===== src/rtl/core/hlsc_pkg.sv =====
// hlsc_pkg: request, result, command and status types for the hashed LRU slot cache.
// Shared by hlsc_ctrl, hlsc_dp and hashed_lru_slot_cache_unit; depends on nothing.
package hlsc_pkg;

	localparam int HASH_W = 64;
	localparam int KEY_W  = 64;
	localparam int SLOT_W = 4;
	localparam int CNT_W  = 5;

	localparam logic FUNC_LOOKUP = 1'b0;
	localparam logic FUNC_FLUSH  = 1'b1;

	typedef struct packed {
		logic              func;
		logic [HASH_W-1:0] lookup_hash;
		logic [KEY_W-1:0]  lookup_key;
	} req_t;

	typedef struct packed {
		logic [SLOT_W-1:0] slot;
		logic              hit;
		logic              evicted;
		logic [CNT_W-1:0]  collisions;
		logic [CNT_W-1:0]  released_count;
	} rsp_t;

	typedef struct packed {
		logic cfg_wr;
		logic load;
		logic cmp;
		logic scan;
		logic write;
		logic pop;
		logic flush_done;
	} cmd_t;

	typedef struct packed {
		logic active_zero;
	} stat_t;

endpackage


===== src/rtl/core/hlsc_ctrl.sv =====
// hlsc_ctrl: sequencing state machine of the slot cache; drives datapath commands.
// Depends on hlsc_pkg.
module hlsc_ctrl import hlsc_pkg::*; (
	input  logic  clk,
	input  logic  arst_n,
	input  logic  req_valid,
	input  logic  func,
	output logic  req_stall,
	output logic  rsp_valid,
	input  logic  rsp_stall,
	input  logic  cfg_valid,
	output logic  cfg_ready,
	input  stat_t stat,
	output cmd_t  cmd
);

	typedef enum logic [2:0] {
		ST_IDLE,
		ST_CMP,
		ST_SCAN,
		ST_WRITE,
		ST_FLUSH
	} state_t;

	state_t state_q;
	logic   out_valid_q;
	logic   out_free;

	assign out_free  = !out_valid_q || !rsp_stall;
	assign cfg_ready = (state_q == ST_IDLE);
	assign req_stall = (state_q != ST_IDLE) || cfg_valid;
	assign rsp_valid = out_valid_q;

	always_comb begin
		cmd            = '0;
		cmd.cfg_wr     = cfg_valid && cfg_ready;
		cmd.load       = req_valid && !req_stall;
		cmd.cmp        = (state_q == ST_CMP);
		cmd.scan       = (state_q == ST_SCAN);
		cmd.write      = (state_q == ST_WRITE) && out_free;
		cmd.pop        = (state_q == ST_FLUSH) && !stat.active_zero;
		cmd.flush_done = (state_q == ST_FLUSH) && stat.active_zero && out_free;
	end

	always_ff @(posedge clk or negedge arst_n) begin
		if (!arst_n) begin
			state_q     <= ST_IDLE;
			out_valid_q <= 1'b0;
		end else begin
			if (cmd.write || cmd.flush_done) begin
				out_valid_q <= 1'b1;
			end else if (out_valid_q && !rsp_stall) begin
				out_valid_q <= 1'b0;
			end
			case (state_q)
				ST_IDLE: begin
					if (cmd.load) begin
						state_q <= (func == FUNC_FLUSH) ? ST_FLUSH : ST_CMP;
					end
				end
				ST_CMP:   state_q <= ST_SCAN;
				ST_SCAN:  state_q <= ST_WRITE;
				ST_WRITE: begin
					if (cmd.write) begin
						state_q <= ST_IDLE;
					end
				end
				ST_FLUSH: begin
					if (cmd.flush_done) begin
						state_q <= ST_IDLE;
					end
				end
				default: state_q <= ST_IDLE;
			endcase
		end
	end

endmodule


===== src/rtl/core/hlsc_dp.sv =====
// hlsc_dp: slot tags, recency order, free stack, per-slot comparators and result register.
// Depends on hlsc_pkg; commanded by hlsc_ctrl.
module hlsc_dp import hlsc_pkg::*; #(
	parameter int SLOTS = 16
) (
	input  logic             clk,
	input  logic             arst_n,
	input  cmd_t             cmd,
	input  req_t             req,
	input  logic [CNT_W-1:0] cfg_data,
	output stat_t            stat,
	output logic [$clog2(SLOTS+1)-1:0] active_cnt,
	output logic [$clog2(SLOTS+1)-1:0] free_cnt,
	output rsp_t             rsp
);

	localparam int IW = (SLOTS > 1) ? $clog2(SLOTS) : 1;
	localparam int CW = $clog2(SLOTS + 1);

	logic [HASH_W-1:0] req_hash_q;
	logic [KEY_W-1:0]  req_key_q;
	logic [HASH_W-1:0] slot_hash_q [SLOTS];
	logic [KEY_W-1:0]  slot_key_q  [SLOTS];
	logic [IW-1:0]     order_q     [SLOTS];
	logic [IW-1:0]     stack_q     [SLOTS];
	logic [CW-1:0]     active_q;
	logic [CW-1:0]     fc_q;
	logic [SLOTS-1:0]  amask_q;
	logic [CW-1:0]     rel_q;
	rsp_t              rsp_q;

	logic [SLOTS-1:0]  heq_s1;
	logic [SLOTS-1:0]  keq_s1;

	logic              hit_s2;
	logic [IW-1:0]     hslot_s2;
	logic [CW-1:0]     coll_s2;
	logic [SLOTS-1:0]  shift_s2;

	logic [SLOTS-1:0]  full_v;
	logic [SLOTS-1:0]  coll_v;
	logic [SLOTS-1:0]  pos_hit;
	logic [SLOTS-1:0]  pos_coll;
	logic [SLOTS-1:0]  below;
	logic [CW-1:0]     coll_cnt;
	logic [IW-1:0]     hit_enc;
	logic [CW-1:0]     evict_pos;
	logic              evict;
	logic [IW-1:0]     new_slot;
	logic [CW-1:0]     cfg_v;

	assign stat.active_zero = (active_q == '0);
	assign active_cnt       = active_q;
	assign free_cnt         = fc_q;
	assign rsp              = rsp_q;

	always_comb begin
		if (cfg_data == '0) begin
			cfg_v = CW'(1);
		end else if (int'(cfg_data) > SLOTS) begin
			cfg_v = CW'(SLOTS);
		end else begin
			cfg_v = CW'(cfg_data);
		end
	end

	always_comb begin
		full_v   = heq_s1 & keq_s1 & amask_q;
		coll_v   = heq_s1 & ~keq_s1 & amask_q;
		hit_enc  = '0;
		coll_cnt = '0;
		for (int i = 0; i < SLOTS; i++) begin
			pos_hit[i]  = (CW'(i) < active_q) && full_v[order_q[i]];
			pos_coll[i] = (CW'(i) < active_q) && coll_v[order_q[i]];
			if (full_v[i]) begin
				hit_enc = hit_enc | IW'(i);
			end
		end
		below = (pos_hit != '0) ? (pos_hit - SLOTS'(1)) : '1;
		for (int i = 0; i < SLOTS; i++) begin
			coll_cnt = coll_cnt + CW'(pos_coll[i] & below[i]);
		end
	end

	always_comb begin
		evict     = (fc_q == '0);
		evict_pos = active_q - CW'(1);
		if (hit_s2) begin
			new_slot = hslot_s2;
		end else if (evict) begin
			new_slot = order_q[evict_pos[IW-1:0]];
		end else begin
			new_slot = stack_q[0];
		end
	end

	always_ff @(posedge clk or negedge arst_n) begin
		if (!arst_n) begin
			active_q <= '0;
			fc_q     <= CW'(SLOTS);
			amask_q  <= '0;
			for (int i = 0; i < SLOTS; i++) begin
				stack_q[i] <= IW'(SLOTS - 1 - i);
			end
		end else if (cmd.cfg_wr) begin
			active_q <= '0;
			fc_q     <= cfg_v;
			amask_q  <= '0;
			for (int i = 0; i < SLOTS; i++) begin
				stack_q[i] <= IW'(cfg_v - CW'(1) - CW'(i));
			end
		end else if (cmd.write && !hit_s2) begin
			amask_q[new_slot] <= 1'b1;
			if (!evict) begin
				fc_q     <= fc_q - CW'(1);
				active_q <= active_q + CW'(1);
				for (int i = 0; i < SLOTS - 1; i++) begin
					stack_q[i] <= stack_q[i+1];
				end
			end
		end else if (cmd.pop) begin
			amask_q[order_q[0]] <= 1'b0;
			fc_q     <= fc_q + CW'(1);
			active_q <= active_q - CW'(1);
			stack_q[0] <= order_q[0];
			for (int i = 1; i < SLOTS; i++) begin
				stack_q[i] <= stack_q[i-1];
			end
		end
	end

	always_ff @(posedge clk) begin
		if (cmd.load) begin
			req_hash_q <= req.lookup_hash;
			req_key_q  <= req.lookup_key;
			rel_q      <= active_q;
		end
		if (cmd.cmp) begin
			for (int i = 0; i < SLOTS; i++) begin
				heq_s1[i] <= (slot_hash_q[i] == req_hash_q);
				keq_s1[i] <= (slot_key_q[i] == req_key_q);
			end
		end
		if (cmd.scan) begin
			hit_s2   <= (pos_hit != '0);
			hslot_s2 <= hit_enc;
			coll_s2  <= coll_cnt;
			shift_s2 <= (pos_hit != '0) ? (pos_hit | below) : '1;
		end
		if (cmd.write) begin
			for (int j = 1; j < SLOTS; j++) begin
				if (shift_s2[j]) begin
					order_q[j] <= order_q[j-1];
				end
			end
			order_q[0] <= new_slot;
			if (!hit_s2) begin
				slot_hash_q[new_slot] <= req_hash_q;
				slot_key_q[new_slot]  <= req_key_q;
			end
			rsp_q.slot           <= SLOT_W'(new_slot);
			rsp_q.hit            <= hit_s2;
			rsp_q.evicted        <= !hit_s2 && evict;
			rsp_q.collisions     <= CNT_W'(coll_s2);
			rsp_q.released_count <= '0;
		end else if (cmd.pop) begin
			for (int j = 0; j < SLOTS - 1; j++) begin
				order_q[j] <= order_q[j+1];
			end
		end else if (cmd.flush_done) begin
			rsp_q.slot           <= '0;
			rsp_q.hit            <= 1'b0;
			rsp_q.evicted        <= 1'b0;
			rsp_q.collisions     <= '0;
			rsp_q.released_count <= CNT_W'(rel_q);
		end
	end

endmodule


===== src/rtl/core/hashed_lru_slot_cache_unit.sv =====
// hashed_lru_slot_cache_unit: top level of the fully associative LRU slot cache.
// Instantiates hlsc_ctrl and hlsc_dp; depends on hlsc_pkg.
//
// Request channel (req_valid, req_stall, req): func selects a lookup of the
// given 64-bit hash and key or a flush of all active slots. A request is taken
// when req_valid is high and req_stall low; one request is worked on at a time.
// Response channel (rsp_valid, rsp_stall, rsp): one response per request, held
// in an output register until taken, so the next request may enter while it
// waits.
// A lookup takes these steps before it reaches the response register: compare
// all slot tags in parallel, rank matches by recency and count collisions,
// then update order, free stack and tags; the block then returns to idle for
// the next request. A flush pushes the active slots back to the free stack,
// one slot per cycle, and then writes the response register.
// Configuration (cfg_valid, cfg_ready, cfg_data): writing slots_in_use empties
// the cache and rebuilds the free stack; accepted only when idle.
// Reset: all SLOTS slots free, cache empty, no response pending.
// A stalled response holds the block at its final step until taken.
module hashed_lru_slot_cache_unit import hlsc_pkg::*; #(
	parameter int SLOTS = 16
) (
	input  logic             clk,
	input  logic             arst_n,
	input  logic             req_valid,
	output logic             req_stall,
	input  req_t             req,
	output logic             rsp_valid,
	input  logic             rsp_stall,
	output rsp_t             rsp,
	input  logic             cfg_valid,
	output logic             cfg_ready,
	input  logic [CNT_W-1:0] cfg_data
);

	localparam int CW = $clog2(SLOTS + 1);

	cmd_t          cmd;
	stat_t         stat;
	logic [CW-1:0] active_cnt;
	logic [CW-1:0] free_cnt;

	hlsc_ctrl u_ctrl (
		.clk       (clk),
		.arst_n    (arst_n),
		.req_valid (req_valid),
		.func      (req.func),
		.req_stall (req_stall),
		.rsp_valid (rsp_valid),
		.rsp_stall (rsp_stall),
		.cfg_valid (cfg_valid),
		.cfg_ready (cfg_ready),
		.stat      (stat),
		.cmd       (cmd)
	);

	hlsc_dp #(
		.SLOTS (SLOTS)
	) u_dp (
		.clk        (clk),
		.arst_n     (arst_n),
		.cmd        (cmd),
		.req        (req),
		.cfg_data   (cfg_data),
		.stat       (stat),
		.active_cnt (active_cnt),
		.free_cnt   (free_cnt),
		.rsp        (rsp)
	);

	a_cfg_req_excl: assert property (@(posedge clk) disable iff (!arst_n)
		!(cfg_valid && cfg_ready && req_valid && !req_stall))
		else $error("configuration write and request taken together");

	a_hit_clean: assert property (@(posedge clk) disable iff (!arst_n)
		(rsp_valid && rsp.hit) |-> (!rsp.evicted && rsp.released_count == '0))
		else $error("hit response carries eviction or release count");

	a_slot_sum: assert property (@(posedge clk) disable iff (!arst_n)
		(int'(active_cnt) + int'(free_cnt)) <= SLOTS)
		else $error("active and free slots exceed slot count");

	a_flush_empties: assert property (@(posedge clk) disable iff (!arst_n)
		cmd.flush_done |=> (active_cnt == '0))
		else $error("flush left active slots");

endmodule

===== config.mk =====
export PLATFORM = sky130hd
export DESIGN_NAME = hashed_lru_slot_cache_unit
export DESIGN_NICKNAME = d
export VERILOG_FILES = /design/src/rtl/core/hlsc_pkg.sv /design/src/rtl/core/hlsc_ctrl.sv /design/src/rtl/core/hlsc_dp.sv /design/src/rtl/core/hashed_lru_slot_cache_unit.sv
export SDC_FILE = /design/constraint.sdc
export NUM_CORES = 2
export LEC_CHECK = 0
export BUFFER_PORTS_ARGS = -buffer_cell sky130_fd_sc_hd__buf_4
export CORE_MARGIN = 2
export CORE_UTILIZATION = 45
export CTS_BUF_LIST = sky130_fd_sc_hd__clkbuf_8
export DETAILED_ROUTE_END_ITERATION = 8
export PLACE_DENSITY_LB_ADDON = 0.1
export SLEW_MARGIN = 0
export SYNTH_ARGS = -nofsm -noshare
export SYNTH_HDL_FRONTEND = slang
export SYNTH_HIERARCHICAL = 1
export SYNTH_SLANG_ARGS = --single-unit

===== constraint.sdc =====
create_clock -name clk -period 16.2 [get_ports clk]
set_input_delay 2.43 -clock clk [delete_from_list [all_inputs] [get_ports clk]]
set_output_delay 2.43 -clock clk [all_outputs]
set_load 0.005 [all_outputs]

# After elaboration in Yosys (flattened, before gate mapping)
# Memories as Yosys holds them, arrays and structs flattened.
# Cells that the tools add are included.
dict set report totals {
  ff_bits 301
  ramBits 2112
  in_bits 139
  out_inout_bits 19
  word_cells 443
  mem_count 3
}
# name words word_bits read_ports rd_clocked_by_memory_dff write_ports line_no
set mem_list {}
lappend mem_list {u_dp.slot_hash_q 16 64 16 0 1 hlsc_dp.sv:22} ;# logic [HASH_W-1:0] slot_hash_q [SLOTS];
lappend mem_list {u_dp.slot_key_q 16 64 16 0 1 hlsc_dp.sv:23} ;# logic [KEY_W-1:0] slot_key_q [SLOTS];
lappend mem_list {u_dp.order_q 16 4 17 0 16 hlsc_dp.sv:24} ;# logic [IW-1:0] order_q [SLOTS];
dict set report classes {
  addsub 36
  order_cmp 36
  n_eq_ne 42
  muxes 178
  bitwise_logic 41
  n_reduce_logical 69
}
# cell count
set op_table {}
lappend op_table {{64-bit == test} 32}
lappend op_table {{1-bit binary-select mux with 4-bit select} 32}
lappend op_table {{64-bit 2-to-1 mux} 2}
lappend op_table {{60-bit 2-to-1 mux} 2}
lappend op_table {{16-bit 2-to-1 mux} 7}
lappend op_table {{1-bit 2-to-1 mux} 92}
lappend op_table {{4-bit by 5-bit less-than comparator with 1-bit output (second input constant)} 17}
lappend op_table {{16-bit AND} 5}
lappend op_table {{5-bit adder} 15}
lappend op_table {{4-bit 2-to-1 mux} 18}
lappend op_table {{5-bit 2-to-1 mux} 10}
lappend op_table {{1-bit logical AND} 43}
lappend op_table {{4-bit by 5-bit less-than comparator with 1-bit output (first input constant)} 8}
lappend op_table {{16-bit NOT} 2}
lappend op_table {{16-bit OR} 2}
lappend op_table {{4-bit subtractor (second input constant)} 8}
lappend op_table {{3-bit 2-to-1 mux} 8}
lappend op_table {{3-bit by 5-bit less-than comparator with 1-bit output (first input constant)} 4}
lappend op_table {{1-bit AND} 16}
lappend op_table {{16-bit nonzero test} 1}
lappend op_table {{16-bit by 1-bit subtractor with 16-bit output (second input constant)} 1}
lappend op_table {{4-bit by 3-bit subtractor with 4-bit output (second input constant)} 4}
lappend op_table {{5-bit zero test} 3}
lappend op_table {{1-bit OR} 15}
lappend op_table {{other kinds (28)} 55}

# Depth between registers and ports, before layout
dict set report depth {
  depth_word 23
  ltp_mapped 23
  mapped_depth_nobuf 21
}

# Cells and area by module
# The synthesis kept the hierarchy.
# module instances cells_per_inst area_each_um2 seq_area_each_um2
set by_module_without_submodules {}
lappend by_module_without_submodules {hlsc_dp 1 6951 105446.1 71850.2}
lappend by_module_without_submodules {hlsc_ctrl 1 30 292.8 100.1}

# Worst setup path after synthesis
# Ideal clock, no wire load.
dict set report synth_timing {
  kind {input to register}
  from {input port cfg_valid}
  to {register u_dp.rel_q[0] (enable)}
  setup_time_ns 0.951
  arrival_ns 15.108
  slack_ns 0.141
  stages 2
  n_path_buf 0
  path_cell_list {nand2b_1 -> nor4_1}
}
# element line_no
set synth_lines {}
lappend synth_lines {{from (decl)} hashed_lru_slot_cache_unit.sv:30} ;# input logic cfg_valid,
lappend synth_lines {{to (signal assigned)} hlsc_dp.sv:136} ;# rel_q <= active_q;
lappend synth_lines {{to (decl)} hlsc_dp.sv:29} ;# logic [CW-1:0] rel_q;

# Final worst setup path
dict set report layout_timing {
  from {register u_dp.active_q[1] (netlist: u_dp/active_cnt[1])}
  to {register u_dp.coll_s2[2], data pin}
}
dict set report layout_between {
  elab_chain_len 20
  word_cells_on_any_way 82
  cone_classes {add/sub: 16; order compare: 16; mux: 1; bitwise: 16; reduce/logical: 33}
}
# element line_no
set layout_lines {}
lappend layout_lines {{from (decl)} hlsc_dp.sv:26} ;# logic [CW-1:0] active_q;
lappend layout_lines {{from (signal assigned)} hlsc_dp.sv:116} ;# active_q <= active_q + CW'(1);
lappend layout_lines {{from (signal assigned)} hlsc_dp.sv:124} ;# active_q <= active_q - CW'(1);
lappend layout_lines {{1-bit by 5-bit less-than comparator with 1-bit output, or another cell as far along} {hlsc_dp.sv:73, hlsc_dp.sv:74}}
lappend layout_lines {{1-bit logical AND} hlsc_dp.sv:73} ;# pos_hit[i] = (CW'(i) < active_q) && full_v[order_q[i]];
lappend layout_lines {{16-bit by 1-bit subtractor with 16-bit output or 16-bit nonzero test (tied branches)} hlsc_dp.sv:79} ;# below = (pos_hit != '0) ? (pos_hit - SLOTS'(1)) : '1;
lappend layout_lines {{16-bit 2-to-1 mux} hlsc_dp.sv:79}
lappend layout_lines {{1-bit AND} hlsc_dp.sv:81} ;# coll_cnt = coll_cnt + CW'(pos_coll[i] & below[i]);
lappend layout_lines {{5-bit adder (14 in series)} hlsc_dp.sv:81}
lappend layout_lines {{5-bit adder *} hlsc_dp.sv:81}
lappend layout_lines {{named net u_dp.coll_cnt[2]} hlsc_dp.sv:45} ;# logic [CW-1:0] coll_cnt;
lappend layout_lines {{to (signal assigned)} hlsc_dp.sv:147} ;# coll_s2 <= coll_cnt;
lappend layout_lines {{to (decl)} hlsc_dp.sv:37} ;# logic [CW-1:0] coll_s2;
# The timed path passes the listed nets; every way through them passes the cells marked *.
# A chain may end at the register's enable or synchronous reset.

==> reports/metrics.json <==
{
  "timing.critical_path.fanout_max": {"value": 18},
  "gp_routability_congestion": {"value": 0.9062},
  "drt-total-wl": {"value": 303.1, "unit": "mm"},
  "reg2reg_depth": {"value": 18},
  "postSynthAreaPerCell": {"value": 15.15, "unit": "um2"},
  "post_drt_wl_per_cell": {"value": 27.97, "unit": "um"},
  "fill_cells": {"value": 19767},
  "postCtsSetupRepairBufs": {"value": 0},
  "instances_no_fill": {"value": 10836},
  "fin_setup_tns": {"value": 0, "unit": "ps"},
  "netlist.area_leader.share": {"value": 0.6569},
  "synth.ff_latch_count": {"value": 2412},
  "synth_largest_area_cell": {"value": "sky130_fd_sc_hd__edfxtp_1"},
  "combined_area_of_the_multi_input_logic_cells": {"value": 31980, "unit": "um2"},
  "async_reset_ff_frac": {"value": 0.03897},
  "synthFlopType": {"value": "sky130_fd_sc_hd__edfxtp_1"},
  "vias_in_the_first_global_route": {"value": 59013},
  "die-height": {"value": 488.7, "unit": "um"},
  "synthCells": {"value": 6981},
  "register_area": {"value": 71950, "unit": "um2"},
  "final_critical_delay_including_setup_and_external_delays": {"value": 7254, "unit": "ps"},
  "synth.yosys.warnings": {"value": 6},
  "status": {"value": "complete, no violations"},
  "worstHoldEndpoint": {"value": "u_dp/stack_q[9]"},
  "worst-endpoint-required": {"value": 16990, "unit": "ps"},
  "power_density": {"value": 129.3, "unit": "nW/um2"},
  "nNetsFinal": {"value": 7544},
  "core-area": {"value": 233200, "unit": "um2"},
  "timing.clock.skew": {"value": 107.6, "unit": "ps"},
  "fmax": {"value": 137.9, "unit": "MHz"},
  "grt_pass1_wl": {"value": 430.9, "unit": "mm"},
  "area_of_all_placed_cells_without_fillers": {"value": 118700, "unit": "um2"},
  "worstSkewPairLatency": {"value": 1090, "unit": "ps"},
  "worstHoldPathCells": {"value": 2},
  "holdCritStartpoint": {"value": "u_dp/stack_q[9]"},
  "cts_htree_levels": {"value": 5},
  "drt-pass1-iter-count": {"value": 6},
  "final.period_utilization": {"value": 0.4478},
  "grt_util_all_layers": {"value": 0.2509},
  "synth_area_leaders": {"value": "sky130_fd_sc_hd__edfxtp_1, sky130_fd_sc_hd__xor2_1, sky130_fd_sc_hd__nor4_1"},
  "timing.slew.headroom": {"value": 0.06005},
  "die_footprint": {"value": 238900, "unit": "um2"},
  "die_width": {"value": 488.7, "unit": "um"},
  "timing.critical_path.from_type": {"value": "register"},
  "largest_net_degree_at_the_start_of_global_routing": {"value": 111},
  "yosysSeqAreaShare": {"value": 0.6805},
  "drive_gt1_frac": {"value": 0.1449},
  "vdd.ir_drop.worst": {"value": 0.00009324, "unit": "V"},
  "reg2reg_from": {"value": "u_dp/active_cnt[1]"},
  "reported_leakage_power": {"value": 41.00, "unit": "nW"},
  "detailroute.via_count": {"value": 60785},
  "clock-sinks": {"value": 2412},
  "antenna_found_initial": {"value": 18},
  "effective_utilization_at_floorplan": {"value": 0.4534},
  "worstSetupEndpointType": {"value": "register"},
  "synth_edf_count": {"value": 2313},
  "worstMarginPinSlew": {"value": 1397, "unit": "ps"},
  "criticalPathCategory": {"value": "register to register"},
  "placed_area": {"value": 111100, "unit": "um2"},
  "netlist-cell-type-count": {"value": 87},
  "grt.overflow.total": {"value": 0},
  "regToRegSetupSlack": {"value": 8950, "unit": "ps"},
  "detailedRoute.firstIterationViolations": {"value": 5732},
  "hold_viol_final": {"value": 0},
  "clk_transition_reported_paths": {"value": 60, "unit": "ps"},
  "io-pin-count": {"value": 158},
  "timing_max_transition_violations_final": {"value": 0},
  "cts_root_buf": {"value": "sky130_fd_sc_hd__clkbuf_8"},
  "cts_repair_resize_count": {"value": 0},
  "rsz0062_at_grt": {"value": "false"},
  "synth.cells.most_frequent": {"value": "sky130_fd_sc_hd__edfxtp_1, sky130_fd_sc_hd__xor2_1, sky130_fd_sc_hd__nor4_1"},
  "total_standard_cell_area_after_synthesis": {"value": 105700, "unit": "um2"},
  "synthMostInstantiatedCell": {"value": "sky130_fd_sc_hd__edfxtp_1"},
  "clock_tree_from_tritoncts": {"value": "built"},
  "reg2reg_to": {"value": "u_dp/coll_s2[2]"},
  "placedCellCount": {"value": 10076},
  "ant_nets": {"value": 0},
  "cts-buffers-inserted": {"value": 426},
  "syn_to_final_growth": {"value": 12.24, "unit": "%"},
  "detailed_place_hpwl": {"value": 184.1, "unit": "mm"},
  "vias_per_cell": {"value": 5.610},
  "timing.critical_path.arrival": {"value": 8050, "unit": "ps"},
  "max_cap_violations": {"value": 0},
  "postSynthNetCount": {"value": 7153},
  "holdCritPathClass": {"value": "register to register"},
  "finalSetupViolCount": {"value": 0},
  "drcViolationCount": {"value": 0},
  "number_of_hold_repair_buffers_added_at_the_cts_stage": {"value": 0},
  "placement_rows": {"value": 177},
  "port_buffers": {"value": 157},
  "cts.path.max_buffers": {"value": 4}
}
-- worst max path at each step --
stage / start / endpoint / slack [ps] / cells past startpoint
after floorplan: cfg_valid / u_dp/rel_q[0] / 140 / 2
after global placement: u_dp/active_cnt[4] / u_dp/coll_s2[2] / 9110 / 18
after detailed placement: u_dp/active_cnt[4] / u_dp/coll_s2[2] / 9080 / 18
after CTS: u_dp/active_cnt[4] / u_dp/coll_s2[2] / 9080 / 18
after global routing: u_dp/active_cnt[4] / u_dp/coll_s2[2] / 8780 / 18
final: u_dp/active_cnt[1] / u_dp/coll_s2[2] / 8950 / 18
-- flip-flops by register name (all words and copies together) (netlist names) --
register and flops:
u_ctrl/state_q 3, u_dp/slot_key_q 1024, u_dp/order_q 64, u_dp/shift_s2 15, u_dp/slot_hash_q 1024, u_dp/coll_s2 5, u_dp/active_cnt 5, u_dp/rsp 16
u_ctrl/rsp_valid 1, u_dp/hslot_s2 4, u_dp/hit_s2 1, u_dp/amask_q 16, u_dp/req_hash_q 64, u_dp/keq_s1 16, u_dp/heq_s1 16, u_dp/free_cnt 5
u_dp/req_key_q 64, u_dp/stack_q 64, u_dp/rel_q 5
-- stage by stage --
step	utilization	hold slack, ps	power, mW	setup slack [ps]
final	0.5089	477.0	15.34	8946
after CTS	0.5088	475.4	15.47	9081
after detailed placement	0.4766	468.9	10.38	9075
after floorplan	-	423.1	9.437	141.2
after global routing	0.5089	496.5	15.99	8779
after global placement	0.4766	456.6	10.36	9109
-- area by class of cell --
| class | count | share of cell area |
|---|---|---|
| multi-input cells | 4068 | 0.2695 |
| flip-flops and latches | 2412 | 0.6063 |
| well taps | 3132 | 0.03302 |
| inverters | 70 | 0.002889 |
| diodes | 15 | 0.0003163 |
| clock inverters | 309 | 0.01258 |
| repair buffers | 394 | 0.02492 |
| clock buffers | 436 | 0.05056 |
-- worst max-delay path, cell delays in order, from the launching register on --
cell and delay (ps):
sky130_fd_sc_hd__dfrtp_1 610, sky130_fd_sc_hd__a311oi_1 1000, sky130_fd_sc_hd__a31oi_1 110, sky130_fd_sc_hd__nand4_1 160, sky130_fd_sc_hd__o22ai_1 230, sky130_fd_sc_hd__or3_4 480, sky130_fd_sc_hd__or3b_4 440, sky130_fd_sc_hd__nor4_4 580
sky130_fd_sc_hd__inv_2 300, sky130_fd_sc_hd__a21o_1 260, sky130_fd_sc_hd__fa_1 540, sky130_fd_sc_hd__fa_1 430, sky130_fd_sc_hd__fa_1 490, sky130_fd_sc_hd__inv_1 50, sky130_fd_sc_hd__fa_1 470, sky130_fd_sc_hd__ha_1 160
sky130_fd_sc_hd__inv_1 60, sky130_fd_sc_hd__fa_1 450, sky130_fd_sc_hd__xnor2_1 140
-- power breakdown --
part	internal (mW)	switching, mW
logic	0.847	1.63
clock network	2.62	2.46
registers	7.40	0.383
-- placed cells by master, fill, tap and decap left out, types with 7 or more instances in the layout --
| master | instances |
|---|---|
| sky130_fd_sc_hd__a211oi_1 | 21 |
| sky130_fd_sc_hd__a21o_1 | 7 |
| sky130_fd_sc_hd__a21oi_1 | 166 |
| sky130_fd_sc_hd__a22oi_1 | 10 |
| sky130_fd_sc_hd__and2_1 | 16 |
| sky130_fd_sc_hd__and3_1 | 20 |
| sky130_fd_sc_hd__buf_4 | 394 |
| sky130_fd_sc_hd__bufinv_16 | 9 |
| sky130_fd_sc_hd__clkbuf_8 | 436 |
| sky130_fd_sc_hd__clkinv_1 | 97 |
| sky130_fd_sc_hd__clkinv_2 | 36 |
| sky130_fd_sc_hd__dfrtp_1 | 61 |
| sky130_fd_sc_hd__dfstp_2 | 33 |
| sky130_fd_sc_hd__diode_2 | 15 |
| sky130_fd_sc_hd__edfxtp_1 | 2313 |
| sky130_fd_sc_hd__fa_1 | 11 |
| sky130_fd_sc_hd__ha_1 | 22 |
| sky130_fd_sc_hd__inv_1 | 206 |
| sky130_fd_sc_hd__inv_6 | 21 |
| sky130_fd_sc_hd__mux2_2 | 21 |
| sky130_fd_sc_hd__mux2i_1 | 31 |
| sky130_fd_sc_hd__mux4_2 | 104 |
| sky130_fd_sc_hd__nand2_1 | 334 |
| sky130_fd_sc_hd__nand2b_1 | 12 |
| sky130_fd_sc_hd__nand3_1 | 37 |
| sky130_fd_sc_hd__nand3b_1 | 26 |
| sky130_fd_sc_hd__nand4_1 | 152 |
| sky130_fd_sc_hd__nor2_1 | 72 |
| sky130_fd_sc_hd__nor2b_1 | 12 |
| sky130_fd_sc_hd__nor3_1 | 26 |
| sky130_fd_sc_hd__nor4_1 | 542 |
| sky130_fd_sc_hd__nor4_2 | 11 |
| sky130_fd_sc_hd__o2111ai_1 | 21 |
| sky130_fd_sc_hd__o211ai_1 | 28 |
| sky130_fd_sc_hd__o21a_1 | 7 |
| sky130_fd_sc_hd__o21ai_0 | 135 |
| sky130_fd_sc_hd__o22ai_1 | 15 |
| sky130_fd_sc_hd__or3_1 | 13 |
| sky130_fd_sc_hd__xnor2_1 | 17 |
| sky130_fd_sc_hd__xor2_1 | 2059 |
-- layer usage --
| metal | wire length [um] | vias to the layer above | part of all wire | global-route usage |
|---|---|---|---|---|
| met1 | 141000 | 31581 | 0.47 | 0.3762 |
| met5 | 13 | - | 0.000043 | 0 |
| li1 | - | 26643 | - | - |
| met3 | 18530 | 440 | 0.061 | 0.03692 |
| met2 | 136900 | 2119 | 0.45 | 0.3843 |
| met4 | 6598 | 2 | 0.022 | 0.06232 |
-- logic make-up after synthesis --
kind of cell,after synthesis,synth area share
adders and majority gates,33,0.004686
AOI/OAI and AO/OA,477,0.02800
buffers and inverters,501,0.01821
and+or+nand+nor,1326,0.06938
xor gates and xnor gates,2076,0.1720
DFF,2412,0.6805
muxes,156,0.02732
(Power assumes the default switching activity.)
